`config.mk`:
```
export PLATFORM = sky130hd
export DESIGN_NAME = q3k_pair_dot_accumulator_flat
export DESIGN_NICKNAME = d
export VERILOG_FILES = /design/src/q3k_pkg.sv /design/src/q3k_in_if.sv /design/src/q3k_out_if.sv /design/src/q3k_front.sv /design/src/q3k_queue.sv /design/src/q3k_fpu.sv /design/src/q3k_back.sv /design/src/q3k_pair_dot_accumulator.sv /design/src/flat_wrapper.sv
export SDC_FILE = /design/constraint.sdc
export NUM_CORES = 2
export LEC_CHECK = 0
export BUFFER_PORTS_ARGS = -buffer_cell sky130_fd_sc_hd__buf_2
export CAP_MARGIN = 20
export CORE_UTILIZATION = 42
export DETAILED_ROUTE_END_ITERATION = 8
export PLACE_DENSITY = 0.66
export SETUP_SLACK_MARGIN = 0.1
export SYNTH_ARGS = -nofsm -noshare
export SYNTH_HDL_FRONTEND = slang
export SYNTH_SLANG_ARGS = --single-unit
```
`constraint.sdc`:
```
create_clock -name clk -period 31.9 [get_ports clk]
set_input_delay 3.19 -clock clk [delete_from_list [all_inputs] [get_ports clk]]
set_output_delay 3.19 -clock clk [all_outputs]
set_load 0.02 [all_outputs]
```
`src/q3k_pkg.sv`:
```
package q3k_pkg;

  localparam int QDEPTH = 4;
  localparam int QPTR_W = $clog2(QDEPTH);
  localparam int SIG_W  = 51;
  localparam int LEAD_W = 6;

  localparam logic [31:0] DEFAULT_NAN = 32'hFFC0_0000;
  localparam logic [31:0] QUIET_BIT   = 32'h0040_0000;
  localparam logic [30:0] INF_MAG     = 31'h7F80_0000;

  typedef struct packed {
    logic [7:0]  x_low_bits;
    logic [3:0]  x_high_bits;
    logic [7:0]  gate_low_bits;
    logic [3:0]  gate_high_bits;
    logic [31:0] activations;
    logic [5:0]  x_scale_code;
    logic [5:0]  gate_scale_code;
    logic [15:0] act_scale;
    logic [15:0] x_block_scale;
    logic [15:0] gate_block_scale;
    logic        end_of_block;
    logic        end_of_row;
  } in_item_t;

  typedef struct packed {
    logic [31:0] row_dot_x;
    logic [31:0] row_dot_gate;
  } out_item_t;

  // One classified group waiting for the floating-point back end.
  typedef struct packed {
    logic signed [17:0] x_prod;
    logic signed [17:0] g_prod;
    logic [15:0]        act_scale;
    logic [15:0]        x_bs;
    logic [15:0]        g_bs;
    logic               close_blk;
    logic               eor;
  } qent_t;

  typedef enum logic {FP_ADD = 1'b0, FP_MUL = 1'b1} fp_op_t;

  // Operand as value = sig * 2^q, with class flags and its fp32 pattern.
  typedef struct packed {
    logic              sign;
    logic              is_nan;
    logic              is_inf;
    logic [23:0]       sig;
    logic signed [9:0] q;
    logic [31:0]       bits;
  } fp_opnd_t;

  typedef struct packed {
    logic     valid;
    fp_op_t   op;
    logic     is_gate;
    fp_opnd_t a;
    fp_opnd_t b;
  } fp_req_t;

  typedef struct packed {
    logic        valid;
    logic        is_gate;
    logic [31:0] bits;
  } fp_res_t;

  // Exact unrounded result, or a finished pattern when direct is set.
  typedef struct packed {
    logic               sign;
    logic               direct;
    logic [31:0]        bits;
    logic [SIG_W-1:0]   sig;
    logic signed [11:0] q;
  } raw_t;

  function automatic fp_opnd_t unpack_half(input logic [15:0] h);
    fp_opnd_t o;
    o.sign   = h[15];
    o.is_nan = (h[14:10] == 5'h1F) && (h[9:0] != 10'd0);
    o.is_inf = (h[14:10] == 5'h1F) && (h[9:0] == 10'd0);
    o.bits   = {h[15], 8'hFF, h[9:0], 13'b0};
    if (h[14:10] == 5'd0) begin
      o.sig = {14'b0, h[9:0]};
      o.q   = -10'sd24;
    end else begin
      o.sig = {13'b0, 1'b1, h[9:0]};
      o.q   = $signed({5'b0, h[14:10]}) - 10'sd25;
    end
    return o;
  endfunction

  function automatic fp_opnd_t unpack_f32(input logic [31:0] b);
    fp_opnd_t o;
    o.sign   = b[31];
    o.is_nan = (b[30:23] == 8'hFF) && (b[22:0] != 23'd0);
    o.is_inf = (b[30:23] == 8'hFF) && (b[22:0] == 23'd0);
    o.bits   = b;
    if (b[30:23] == 8'd0) begin
      o.sig = {1'b0, b[22:0]};
      o.q   = -10'sd149;
    end else begin
      o.sig = {1'b1, b[22:0]};
      o.q   = $signed({2'b0, b[30:23]}) - 10'sd150;
    end
    return o;
  endfunction

  function automatic fp_opnd_t unpack_int(input logic signed [17:0] v);
    fp_opnd_t   o;
    logic [17:0] mag;
    mag      = v[17] ? 18'(-v) : 18'(v);
    o.sign   = v[17];
    o.is_nan = 1'b0;
    o.is_inf = 1'b0;
    o.sig    = {6'b0, mag};
    o.q      = 10'sd0;
    o.bits   = 32'd0;
    return o;
  endfunction

  // Special cases follow the usual SSE rules: the first NaN operand wins.
  function automatic raw_t fp_stage1(input fp_op_t op, input fp_opnd_t a,
                                     input fp_opnd_t b);
    raw_t              rw;
    logic              zero_a, zero_b, sx, swap, lost;
    fp_opnd_t          big, sml;
    logic signed [10:0] dd;
    logic [47:0]       prod;
    logic [SIG_W-1:0]  bx, s0, ss, sm;
    rw     = '0;
    zero_a = (a.sig == 24'd0);
    zero_b = (b.sig == 24'd0);
    sx     = a.sign ^ b.sign;
    swap   = b.bits[30:0] > a.bits[30:0];
    big    = swap ? b : a;
    sml    = swap ? a : b;
    dd     = 11'(big.q) - 11'(sml.q);
    prod   = a.sig * b.sig;
    bx     = {1'b0, big.sig, 26'b0};
    s0     = {1'b0, sml.sig, 26'b0};
    ss     = '0;
    lost   = 1'b0;
    if (dd > 11'sd50) begin
      sm = {{(SIG_W-1){1'b0}}, 1'b1};
    end else begin
      ss   = s0 >> 6'(dd);
      lost = (ss << 6'(dd)) != s0;
      sm   = ss | {{(SIG_W-1){1'b0}}, lost};
    end
    if (a.is_nan) begin
      rw.direct = 1'b1;
      rw.bits   = a.bits | QUIET_BIT;
    end else if (b.is_nan) begin
      rw.direct = 1'b1;
      rw.bits   = b.bits | QUIET_BIT;
    end else if (op == FP_MUL) begin
      rw.direct = 1'b1;
      if ((a.is_inf && zero_b) || (b.is_inf && zero_a)) begin
        rw.bits = DEFAULT_NAN;
      end else if (a.is_inf || b.is_inf) begin
        rw.bits = {sx, INF_MAG};
      end else if (zero_a || zero_b) begin
        rw.bits = {sx, 31'd0};
      end else begin
        rw.direct = 1'b0;
        rw.sign   = sx;
        rw.sig    = {3'b0, prod};
        rw.q      = 12'(a.q) + 12'(b.q);
      end
    end else begin
      rw.direct = 1'b1;
      if (a.is_inf && b.is_inf && (a.sign != b.sign)) begin
        rw.bits = DEFAULT_NAN;
      end else if (a.is_inf) begin
        rw.bits = a.bits;
      end else if (b.is_inf) begin
        rw.bits = b.bits;
      end else if (zero_a && zero_b) begin
        rw.bits = {a.sign & b.sign, 31'd0};
      end else if (zero_a) begin
        rw.bits = b.bits;
      end else if (zero_b) begin
        rw.bits = a.bits;
      end else begin
        rw.direct = 1'b0;
        rw.sign   = big.sign;
        rw.sig    = (big.sign == sml.sign) ? bx + sm : bx - sm;
        rw.q      = 12'(big.q) - 12'sd26;
      end
    end
    return rw;
  endfunction

  function automatic logic [LEAD_W-1:0] lead_one(input logic [SIG_W-1:0] s);
    logic [LEAD_W-1:0] l;
    l = '0;
    for (int i = 0; i < SIG_W; i++) begin
      if (s[i]) l = LEAD_W'(i);
    end
    return l;
  endfunction

  // Round to nearest even; subnormal and overflow ranges fall out of the packing.
  function automatic logic [31:0] fp_round(input raw_t rw, input logic [LEAD_W-1:0] lead);
    logic signed [12:0] rn, rs, r, expf;
    logic [5:0]         rc;
    logic [4:0]         ls;
    logic [SIG_W:0]     ext, sh;
    logic [23:0]        mant;
    logic               g, st, rnd;
    logic [35:0]        pk;
    logic [31:0]        res;
    rn  = $signed({7'b0, lead}) - 13'sd23;
    rs  = -13'(rw.q) - 13'sd149;
    r   = (rn > rs) ? rn : rs;
    ext = {rw.sig, 1'b0};
    if (r < 0) begin
      ls   = 5'(-r);
      mant = rw.sig[23:0] << ls;
      g    = 1'b0;
      st   = 1'b0;
      rc   = '0;
      sh   = '0;
    end else begin
      ls   = '0;
      rc   = (r > 13'sd52) ? 6'd52 : 6'(r);
      sh   = ext >> rc;
      mant = sh[24:1];
      g    = sh[0];
      st   = (sh << rc) != ext;
    end
    rnd  = g & (st | mant[0]);
    expf = r + 13'(rw.q) + 13'sd149;
    pk   = ({23'b0, expf} << 23) + {12'b0, mant} + {35'b0, rnd};
    if (rw.direct) begin
      res = rw.bits;
    end else if (rw.sig == '0) begin
      res = 32'd0;
    end else if (pk >= {5'b0, INF_MAG}) begin
      res = {rw.sign, INF_MAG};
    end else begin
      res = {rw.sign, pk[30:0]};
    end
    return res;
  endfunction

endpackage

```
`src/q3k_in_if.sv`:
```
interface q3k_in_if;
  logic                valid;
  logic                ready;
  q3k_pkg::in_item_t   data;
  modport source (output valid, output data, input ready);
  modport sink (input valid, input data, output ready);
endinterface

```
`src/q3k_out_if.sv`:
```
interface q3k_out_if;
  logic                valid;
  logic                ready;
  q3k_pkg::out_item_t  data;
  modport source (output valid, output data, input ready);
  modport sink (input valid, input data, output ready);
endinterface

```
`src/q3k_front.sv`:
```
module q3k_front (
  q3k_in_if.sink          in_ch,
  input  logic            q_full,
  output logic            push,
  output q3k_pkg::qent_t  q_wdata
);

  // A clear high bit means the weight is its low part minus 4, which is the
  // 3-bit two's complement value {~high, low}. Likewise code - 32 is the
  // 6-bit code with its top bit flipped.
  function automatic logic signed [17:0] group_product(input logic [7:0] low,
                                                       input logic [3:0] high,
                                                       input logic [31:0] act,
                                                       input logic [5:0] code);
    logic signed [12:0] acc;
    logic signed [2:0]  w;
    logic signed [7:0]  av;
    logic signed [5:0]  sc;
    acc = '0;
    for (int k = 0; k < 4; k++) begin
      w   = $signed({~high[k], low[2*k +: 2]});
      av  = $signed(act[8*k +: 8]);
      acc = acc + 13'(w) * 13'(av);
    end
    sc = $signed({~code[5], code[4:0]});
    return 18'(acc) * 18'(sc);
  endfunction

  assign in_ch.ready = !q_full;
  assign push        = in_ch.valid && !q_full;

  always_comb begin
    q_wdata.x_prod    = group_product(in_ch.data.x_low_bits, in_ch.data.x_high_bits,
                                      in_ch.data.activations, in_ch.data.x_scale_code);
    q_wdata.g_prod    = group_product(in_ch.data.gate_low_bits, in_ch.data.gate_high_bits,
                                      in_ch.data.activations, in_ch.data.gate_scale_code);
    q_wdata.act_scale = in_ch.data.act_scale;
    q_wdata.x_bs      = in_ch.data.x_block_scale;
    q_wdata.g_bs      = in_ch.data.gate_block_scale;
    // A row end closes the open block as well.
    q_wdata.close_blk = in_ch.data.end_of_block || in_ch.data.end_of_row;
    q_wdata.eor       = in_ch.data.end_of_row;
  end

endmodule

```
`src/q3k_queue.sv`:
```
module q3k_queue (
  input  logic            clk,
  input  logic            rst_n,
  input  logic            push,
  input  q3k_pkg::qent_t  wdata,
  input  logic            pop,
  output q3k_pkg::qent_t  rdata,
  output logic            full,
  output logic            not_empty
);

  q3k_pkg::qent_t                mem_r [q3k_pkg::QDEPTH];
  logic [q3k_pkg::QPTR_W-1:0]    wr_ptr_r, rd_ptr_r;
  logic [q3k_pkg::QPTR_W:0]      cnt_r, cnt_nxt;

  assign cnt_nxt   = cnt_r + {{q3k_pkg::QPTR_W{1'b0}}, push}
                           - {{q3k_pkg::QPTR_W{1'b0}}, pop};
  assign full      = (cnt_r == (q3k_pkg::QPTR_W+1)'(q3k_pkg::QDEPTH));
  assign not_empty = (cnt_r != '0);
  assign rdata     = mem_r[rd_ptr_r];

  always_ff @(posedge clk) begin
    if (!rst_n) begin
      wr_ptr_r <= '0;
      rd_ptr_r <= '0;
      cnt_r    <= '0;
    end else begin
      if (push) wr_ptr_r <= wr_ptr_r + 1'b1;
      if (pop) rd_ptr_r <= rd_ptr_r + 1'b1;
      cnt_r <= cnt_nxt;
    end
  end

  always_ff @(posedge clk) begin
    if (push) mem_r[wr_ptr_r] <= wdata;
  end

endmodule

```
`src/q3k_fpu.sv`:
```
module q3k_fpu (
  input  logic              clk,
  input  logic              rst_n,
  input  q3k_pkg::fp_req_t  req,
  output q3k_pkg::fp_res_t  res
);

  // Three stages: multiply or align-and-add, leading-one search, round and pack.
  logic                              s1_valid_r, s1_gate_r;
  q3k_pkg::raw_t                     s1_raw_r;
  logic                              s2_valid_r, s2_gate_r;
  q3k_pkg::raw_t                     s2_raw_r;
  logic [q3k_pkg::LEAD_W-1:0]        s2_lead_r;
  logic                              res_valid_r, res_gate_r;
  logic [31:0]                       res_bits_r;

  always_ff @(posedge clk) begin
    if (!rst_n) begin
      s1_valid_r  <= 1'b0;
      s2_valid_r  <= 1'b0;
      res_valid_r <= 1'b0;
    end else begin
      s1_valid_r  <= req.valid;
      s2_valid_r  <= s1_valid_r;
      res_valid_r <= s2_valid_r;
    end
  end

  always_ff @(posedge clk) begin
    s1_gate_r  <= req.is_gate;
    s1_raw_r   <= q3k_pkg::fp_stage1(req.op, req.a, req.b);
    s2_gate_r  <= s1_gate_r;
    s2_raw_r   <= s1_raw_r;
    s2_lead_r  <= q3k_pkg::lead_one(s1_raw_r.sig);
    res_gate_r <= s2_gate_r;
    res_bits_r <= q3k_pkg::fp_round(s2_raw_r, s2_lead_r);
  end

  assign res.valid   = res_valid_r;
  assign res.is_gate = res_gate_r;
  assign res.bits    = res_bits_r;

endmodule

```
`src/q3k_back.sv`:
```
module q3k_back (
  input  logic              clk,
  input  logic              rst_n,
  input  logic              q_valid,
  input  q3k_pkg::qent_t    q_data,
  output logic              q_pop,
  output q3k_pkg::fp_req_t  fp_req,
  input  q3k_pkg::fp_res_t  fp_res,
  q3k_out_if.source         out_ch
);

  typedef enum logic [5:0] {
    ST_IDLE = 6'b000001,
    ST_MULP = 6'b000010,
    ST_ADDP = 6'b000100,
    ST_MULB = 6'b001000,
    ST_ADDR = 6'b010000,
    ST_EMIT = 6'b100000
  } state_t;

  localparam logic [1:0] PH_X    = 2'd0;
  localparam logic [1:0] PH_G    = 2'd1;
  localparam logic [1:0] PH_WAIT = 2'd2;

  state_t              state_r, state_nxt;
  logic [1:0]          phase_r;
  q3k_pkg::qent_t      cur_r;
  logic [31:0]         px_r, pg_r, bx_r, bg_r;
  logic [31:0]         xpart_r, gpart_r, xrow_r, grow_r;
  logic                out_valid_r;
  q3k_pkg::out_item_t  out_data_r;
  logic                compute, phase_done, out_load, gsel;

  assign compute    = (state_r == ST_MULP) || (state_r == ST_ADDP) ||
                      (state_r == ST_MULB) || (state_r == ST_ADDR);
  // Each phase issues the x operation, then the gate one; the gate result ends it.
  assign phase_done = fp_res.valid && fp_res.is_gate;
  assign out_load   = (state_r == ST_EMIT) && (!out_valid_r || out_ch.ready);
  assign gsel       = (phase_r == PH_G);

  always_comb begin
    fp_req         = '0;
    fp_req.valid   = compute && (phase_r != PH_WAIT);
    fp_req.is_gate = gsel;
    unique case (state_r)
      ST_MULP: begin
        fp_req.op = q3k_pkg::FP_MUL;
        fp_req.a  = q3k_pkg::unpack_half(cur_r.act_scale);
        fp_req.b  = q3k_pkg::unpack_int(gsel ? cur_r.g_prod : cur_r.x_prod);
      end
      ST_ADDP: begin
        fp_req.op = q3k_pkg::FP_ADD;
        fp_req.a  = q3k_pkg::unpack_f32(gsel ? gpart_r : xpart_r);
        fp_req.b  = q3k_pkg::unpack_f32(gsel ? pg_r : px_r);
      end
      ST_MULB: begin
        fp_req.op = q3k_pkg::FP_MUL;
        fp_req.a  = q3k_pkg::unpack_half(gsel ? cur_r.g_bs : cur_r.x_bs);
        fp_req.b  = q3k_pkg::unpack_f32(gsel ? gpart_r : xpart_r);
      end
      ST_ADDR: begin
        fp_req.op = q3k_pkg::FP_ADD;
        fp_req.a  = q3k_pkg::unpack_f32(gsel ? grow_r : xrow_r);
        fp_req.b  = q3k_pkg::unpack_f32(gsel ? bg_r : bx_r);
      end
      default: ;
    endcase
  end

  always_comb begin
    state_nxt = state_r;
    q_pop     = 1'b0;
    unique case (state_r)
      ST_IDLE: begin
        if (q_valid) begin
          q_pop     = 1'b1;
          state_nxt = ST_MULP;
        end
      end
      ST_MULP: if (phase_done) state_nxt = ST_ADDP;
      ST_ADDP: if (phase_done) state_nxt = cur_r.close_blk ? ST_MULB : ST_IDLE;
      ST_MULB: if (phase_done) state_nxt = ST_ADDR;
      ST_ADDR: if (phase_done) state_nxt = cur_r.eor ? ST_EMIT : ST_IDLE;
      ST_EMIT: if (out_load) state_nxt = ST_IDLE;
      default: state_nxt = ST_IDLE;
    endcase
  end

  always_ff @(posedge clk) begin
    if (!rst_n) begin
      state_r     <= ST_IDLE;
      phase_r     <= PH_X;
      out_valid_r <= 1'b0;
      xpart_r     <= 32'd0;
      gpart_r     <= 32'd0;
      xrow_r      <= 32'd0;
      grow_r      <= 32'd0;
    end else begin
      state_r <= state_nxt;
      if (state_nxt != state_r) begin
        phase_r <= PH_X;
      end else if (compute && (phase_r != PH_WAIT)) begin
        phase_r <= phase_r + 2'd1;
      end

      if (out_load) begin
        out_valid_r <= 1'b1;
      end else if (out_ch.ready) begin
        out_valid_r <= 1'b0;
      end

      if (fp_res.valid && (state_r == ST_ADDP)) begin
        if (fp_res.is_gate) gpart_r <= fp_res.bits;
        else xpart_r <= fp_res.bits;
      end
      // The partials have been scaled into bx/bg; the block starts over.
      if (phase_done && (state_r == ST_MULB)) begin
        xpart_r <= 32'd0;
        gpart_r <= 32'd0;
      end
      if (fp_res.valid && (state_r == ST_ADDR)) begin
        if (fp_res.is_gate) grow_r <= fp_res.bits;
        else xrow_r <= fp_res.bits;
      end
      if (out_load) begin
        xrow_r <= 32'd0;
        grow_r <= 32'd0;
      end
    end
  end

  always_ff @(posedge clk) begin
    if (q_pop) cur_r <= q_data;
    if (fp_res.valid && (state_r == ST_MULP)) begin
      if (fp_res.is_gate) pg_r <= fp_res.bits;
      else px_r <= fp_res.bits;
    end
    if (fp_res.valid && (state_r == ST_MULB)) begin
      if (fp_res.is_gate) bg_r <= fp_res.bits;
      else bx_r <= fp_res.bits;
    end
    if (out_load) begin
      out_data_r.row_dot_x    <= xrow_r;
      out_data_r.row_dot_gate <= grow_r;
    end
  end

  assign out_ch.valid = out_valid_r;
  assign out_ch.data  = out_data_r;

  a_res_in_phase: assert property (@(posedge clk) disable iff (!rst_n)
    fp_res.valid |-> (state_r == ST_MULP || state_r == ST_ADDP ||
                      state_r == ST_MULB || state_r == ST_ADDR))
    else $error("floating-point result arrived outside a compute phase");

  a_emit_on_row_end: assert property (@(posedge clk) disable iff (!rst_n)
    (state_r == ST_EMIT) |-> cur_r.eor)
    else $error("emitting for an item that does not end a row");

  a_out_from_emit: assert property (@(posedge clk) disable iff (!rst_n)
    $rose(out_valid_r) |-> $past(state_r == ST_EMIT))
    else $error("result appeared without passing through the emit state");

endmodule

```
`src/q3k_pair_dot_accumulator.sv`:
```
// Channel | Direction | Handshake   | Payload
// in_ch   | input     | valid/ready | q3k_pkg::in_item_t, one group of four weights per matrix
// out_ch  | output    | valid/ready | q3k_pkg::out_item_t, both row sums, only on row end
//
// The back end runs a group through a multiply and an add phase; closing a block adds a scale and a row
// add, and a row end then the emit state. Each phase passes twice through the shared three-stage fp32 unit.
// rst_n is synchronous; it clears the block partials, the row sums and all control state.
// A four-entry queue lets in_ch keep accepting while the back end works.
// The output register holds a result while the following groups go on.
module q3k_pair_dot_accumulator (
  input  logic        clk,
  input  logic        rst_n,
  q3k_in_if.sink      in_ch,
  q3k_out_if.source   out_ch
);

  logic              push, pop, q_full, q_not_empty;
  q3k_pkg::qent_t    q_wdata, q_rdata;
  q3k_pkg::fp_req_t  fp_req;
  q3k_pkg::fp_res_t  fp_res;

  q3k_front u_front (
    .in_ch   (in_ch),
    .q_full  (q_full),
    .push    (push),
    .q_wdata (q_wdata)
  );

  q3k_queue u_queue (
    .clk       (clk),
    .rst_n     (rst_n),
    .push      (push),
    .wdata     (q_wdata),
    .pop       (pop),
    .rdata     (q_rdata),
    .full      (q_full),
    .not_empty (q_not_empty)
  );

  q3k_fpu u_fpu (
    .clk   (clk),
    .rst_n (rst_n),
    .req   (fp_req),
    .res   (fp_res)
  );

  q3k_back u_back (
    .clk     (clk),
    .rst_n   (rst_n),
    .q_valid (q_not_empty),
    .q_data  (q_rdata),
    .q_pop   (pop),
    .fp_req  (fp_req),
    .fp_res  (fp_res),
    .out_ch  (out_ch)
  );

endmodule
```
`src/flat_wrapper.sv`:
```
// flat-port wrapper written by rule: the top's interface ports become plain ports
module q3k_pair_dot_accumulator_flat 
  (clk, rst_n, in_ch_valid, in_ch_data, in_ch_ready, out_ch_valid, out_ch_data, out_ch_ready);
  q3k_in_if in_ch_i ();
  q3k_out_if out_ch_i ();
  input  logic clk;
  input  logic rst_n;
  input wire logic [$bits(in_ch_i.valid)-1:0] in_ch_valid;
  input wire logic [$bits(in_ch_i.data)-1:0] in_ch_data;
  output wire logic [$bits(in_ch_i.ready)-1:0] in_ch_ready;
  output wire logic [$bits(out_ch_i.valid)-1:0] out_ch_valid;
  output wire logic [$bits(out_ch_i.data)-1:0] out_ch_data;
  input wire logic [$bits(out_ch_i.ready)-1:0] out_ch_ready;
  assign in_ch_i.valid = in_ch_valid;
  assign in_ch_i.data = in_ch_data;
  assign in_ch_ready = in_ch_i.ready;
  assign out_ch_valid = out_ch_i.valid;
  assign out_ch_data = out_ch_i.data;
  assign out_ch_i.ready = out_ch_ready;
  q3k_pair_dot_accumulator u_core (.clk(clk), .rst_n(rst_n), .in_ch(in_ch_i), .out_ch(out_ch_i));
endmodule
```
==> summary.json <==
{
  "post_dp_cell_area": {"value": 98700, "unit": "um^2"},
  "drv_slew": {"value": 5},
  "ant_nets": {"value": 0},
  "post-dp-hpwl": {"value": 356000, "unit": "um"},
  "initial_utilization": {"value": 42.2, "unit": "%"},
  "cpMaxStageDelayCell": {"value": "sky130_fd_sc_hd__fa_4"},
  "postCtsHoldBufs": {"value": 0},
  "synthArstFlopShare": {"value": 0, "unit": "%"},
  "post_synth.cell_area_avg": {"value": 9.10, "unit": "um^2"},
  "classification_of_the_worst_slack_hold_path": {"value": "reg -> reg"},
  "worst-slew-pin-transition": {"value": 1.51, "unit": "ns"},
  "worstSkewPairLatency": {"value": 0.77, "unit": "ns"},
  "post_drt_wl_per_cell": {"value": 34.5, "unit": "um"},
  "synthDominantAreaCellType": {"value": "sky130_fd_sc_hd__edfxtp_1"},
  "h_tree_levels": {"value": 3},
  "setup_viol": {"value": 0},
  "floorplan.core_area": {"value": 222000, "unit": "um^2"},
  "cts_post_setup_buffers_inserted": {"value": 0},
  "syn_inst": {"value": 10300},
  "floorplan.rows": {"value": 173},
  "synthDistinctLibCells": {"value": 131},
  "critPathMaxFanout": {"value": 58},
  "cts_tree": {"value": "built"},
  "io_buffer_count": {"value": 187},
  "post_layout_nonfiller_instances": {"value": 13400},
  "num_io_pins": {"value": 188},
  "fp.dieArea": {"value": 225000, "unit": "um^2"},
  "num-fill-cells": {"value": 21400},
  "failing_checks": {"value": "slew limit"},
  "yosysWarnings": {"value": 0},
  "critPathTopFamily": {"value": "compound AO/OA/AOI/OAI gates"},
  "global_route_wire_length_before_repair": {"value": 647000, "unit": "um"},
  "synth_sequential_area_ratio": {"value": 28.0, "unit": "%"},
  "drt_drc_violations_left": {"value": 0},
  "final_nets": {"value": 11600},
  "clock_skews": {"value": 0.119, "unit": "ns"},
  "globalRoute.totalOverflow": {"value": 0},
  "postSynthNetCount": {"value": 11600},
  "timing.critical_path.required": {"value": 32.46, "unit": "ns"},
  "grt_start_max_net_pins": {"value": 91},
  "crit-reg2reg-capture": {"value": "u_core.u_fpu.s1_raw_r[62]$_SDFF_PP0_"},
  "top_usage_layer": {"value": "met2"},
  "period_needed": {"value": 16.84, "unit": "ns"},
  "post_route_cells_drive_above_1_share": {"value": 11.1, "unit": "%"},
  "num_vias": {"value": 87300},
  "groute.layer.met1.usage": {"value": 50.7, "unit": "%"},
  "synth.most_common_cell": {"value": "sky130_fd_sc_hd__nand2_1"},
  "worstSetupPathType": {"value": "reg -> reg"},
  "timing.max_slew.rel_slack": {"value": -0.464, "unit": "%"},
  "post-route-period-util": {"value": 52.8, "unit": "%"},
  "cts_sinks": {"value": 1002},
  "dpl.cell_count": {"value": 13100},
  "maxCapViolations": {"value": 0},
  "drtIter0Drc": {"value": 10900},
  "max_stage_delay": {"value": 1.37, "unit": "ns"},
  "synth_top_cell_area_share": {"value": 19.9, "unit": "%"},
  "post-route-cell-area": {"value": 102000, "unit": "um^2"},
  "path_buf_inv": {"value": 7},
  "timing.critical_path.to_type": {"value": "register"},
  "fin_tns_setup": {"value": 0, "unit": "ns"},
  "detail_route.vias_per_cell": {"value": 6.53},
  "worstSetupStartpoint": {"value": "u_core.u_back.phase_r[1]$_SDFFE_PP0P_"},
  "synth.cells.most_frequent": {"value": "sky130_fd_sc_hd__nand2_1 (1,484), sky130_fd_sc_hd__inv_1 (990), sky130_fd_sc_hd__fa_1 (775)"},
  "setup_repair_after_global_routing_missed_its_margin": {"value": "no"},
  "ys_dominant_reg_cell": {"value": "sky130_fd_sc_hd__edfxtp_1"},
  "die_y": {"value": 474, "unit": "um"},
  "clock_tree_root_buffer_cell": {"value": "sky130_fd_sc_hd__clkbuf_16"},
  "synth_enable_flop_cells": {"value": 622},
  "total_area_of_sequential_cells": {"value": 26300, "unit": "um^2"},
  "hold_viol": {"value": 0},
  "status": {"value": "finished, violations left"},
  "cts-resized-gates": {"value": 0},
  "synth.ff_latch_count": {"value": 1002},
  "layout-area-overhead-vs-synth": {"value": 9.09, "unit": "%"},
  "preCtsSetupSlack": {"value": 15.64, "unit": "ns"},
  "antenna_found_initial": {"value": 34},
  "drt-pass1-iter-count": {"value": 9},
  "synth.top_cells.by_area": {"value": "sky130_fd_sc_hd__edfxtp_1 (20%), sky130_fd_sc_hd__fa_1 (17%), sky130_fd_sc_hd__dfxtp_1 (8.1%), sky130_fd_sc_hd__ha_1 (6.1%), sky130_fd_sc_hd__nand2_1 (5.9%)"},
  "worst_setup_hold_path_clk_slew": {"value": 0.07, "unit": "ns"},
  "slack_of_the_worst_reg_to_reg_path": {"value": 15.06, "unit": "ns"},
  "wirelength": {"value": 462000, "unit": "um"},
  "gr_layer_usage_met3": {"value": 11.5, "unit": "%"},
  "post_route_worst_setup_slack": {"value": 15.06, "unit": "ns"},
  "reg2reg_depth": {"value": 43},
  "critPathLaunchType": {"value": "register"},
  "grt.met2_usage": {"value": 61.3, "unit": "%"},
  "critical_path_depth": {"value": 43},
  "place_congestion": {"value": 1.09},
  "cts_buffer_depth": {"value": 3},
  "first_global_vias": {"value": 85900},
  "worstReg2RegStart": {"value": "u_core.u_back.phase_r[1]$_SDFFE_PP0P_"},
  "worst-endpoint-arrival": {"value": 17.40, "unit": "ns"},
  "synthesis.area": {"value": 93700, "unit": "um^2"},
  "achievable-frequency": {"value": 59.4, "unit": "MHz"},
  "critical_path.most_common_cell": {"value": "sky130_fd_sc_hd__buf_4"},
  "critical_path.endpoint": {"value": "u_core.u_fpu.s1_raw_r[62]$_SDFF_PP0_"},
  "multi_input_comb_area": {"value": 61600, "unit": "um^2"},
  "fp.dieW": {"value": 474, "unit": "um"},
  "numCtsBuffers": {"value": 99},
  "globalRouteTotalUtil": {"value": 40.4, "unit": "%"}
}
state kept, by name, summed over array words and instances (netlist names), 2 cells and up:
| register | flops |
|---|---|
| u_core.u_fpu.s2_raw_r | 96 |
| u_core.u_back.state_r | 6 |
| u_core.u_back.phase_r | 2 |
| u_core.u_back.bg_r | 32 |
| u_core.u_queue.rd_ptr_r | 2 |
| u_core.u_fpu.s2_lead_r | 6 |
| u_core.u_back.xrow_r | 32 |
| u_core.u_back.gpart_r | 32 |
| u_core.u_back.cur_r | 86 |
| u_core.u_back.bx_r | 32 |
| u_core.u_back.grow_r | 32 |
| u_core.u_fpu.res_bits_r | 32 |
| u_core.u_queue.cnt_r | 3 |
| u_core.u_queue.wr_ptr_r | 2 |
| u_core.u_queue.mem_r | 344 |
| u_core.u_back.xpart_r | 32 |
| u_core.u_back.out_ch.data | 64 |
| u_core.u_fpu.s1_raw_r | 96 |
| u_core.u_back.px_r | 32 |
| u_core.u_back.pg_r | 32 |
cell families after synthesis:
kind of cell	Yosys count	share of synthesized area [%]
mux	510	7.11
fa+ha+maj	1231	22.6
simple gates	3406	16.7
compound gates	2270	16.4
buf+inv	1635	6.79
flops	1002	28.0
xor+xnor	244	2.28
layout by cell type, fill, tap and decap left out, types with 133 or more instances in the layout:
| cell type | count |
|---|---|
| sky130_fd_sc_hd__inv_1 | 990 |
| sky130_fd_sc_hd__fa_1 | 774 |
| sky130_fd_sc_hd__ha_1 | 451 |
| sky130_fd_sc_hd__nand3_1 | 283 |
| sky130_fd_sc_hd__o22ai_1 | 133 |
| sky130_fd_sc_hd__dfxtp_1 | 378 |
| sky130_fd_sc_hd__a21oi_1 | 594 |
| sky130_fd_sc_hd__nor3_1 | 226 |
| sky130_fd_sc_hd__nand2_1 | 1474 |
| sky130_fd_sc_hd__xnor2_1 | 176 |
| sky130_fd_sc_hd__mux2i_1 | 315 |
| sky130_fd_sc_hd__o21ai_0 | 317 |
| sky130_fd_sc_hd__edfxtp_1 | 622 |
| sky130_fd_sc_hd__nor2_1 | 616 |
| sky130_fd_sc_hd__buf_4 | 313 |
| sky130_fd_sc_hd__buf_2 | 190 |
metal layers:
layer | up-vias | wire length [um] | part of all wire [%]
met5 | - | 154 | 0.033
met4 | 20 | 35300 | 7.6
met3 | 1554 | 48600 | 11
met2 | 5584 | 200000 | 43
met1 | 43700 | 178000 | 38
li1 | 36400 | - | -
worst min-delay path by stage:
| stage | to | cells after the start | start |
|---|---|---|---|
| after global placement | u_core.u_fpu.s2_raw_r[95]$_DFF_P_ | 0 | u_core.u_fpu.s1_raw_r[95]$_SDFF_PP1_ |
| after floorplan | u_core.u_fpu.res_gate_r$_DFF_P_ | 0 | u_core.u_fpu.s2_gate_r$_DFF_P_ |
| after CTS | u_core.u_fpu.s2_raw_r[12]$_DFF_P_ | 0 | u_core.u_fpu.s1_raw_r[12]$_SDFF_PP0_ |
| after detailed placement | u_core.u_fpu.s2_raw_r[93]$_DFF_P_ | 0 | u_core.u_fpu.s1_raw_r[93]$_DFF_P_ |
| after global routing | u_core.u_fpu.s2_raw_r[12]$_DFF_P_ | 0 | u_core.u_fpu.s1_raw_r[12]$_SDFF_PP0_ |
| final | u_core.u_fpu.s2_raw_r[12]$_DFF_P_ | 0 | u_core.u_fpu.s1_raw_r[12]$_SDFF_PP0_ |
per-stage QoR:
stage                     utilization, %  hold WS (ns)
after detailed placement            44.4         0.312
final                               46.0         0.297
after global placement              44.4         0.311
after floorplan                        -         0.310
after CTS                           45.9         0.302
after global routing                46.0         0.308
layout make-up:
class | count | area share (%)
Antenna cell | 26 | 0.0636
Multi-Input combinational cell | 7661 | 60.2
Timing Repair Buffer | 516 | 3.40
Clock buffer | 121 | 2.59
Tap cell | 2975 | 3.64
Clock inverter | 63 | 0.699
Sequential cell | 1002 | 25.7
Inverter | 1002 | 3.68
Power is left out: the tool's default activity adds up to more than one toggle a clock period on the data nets, which glitch-free logic cannot reach.
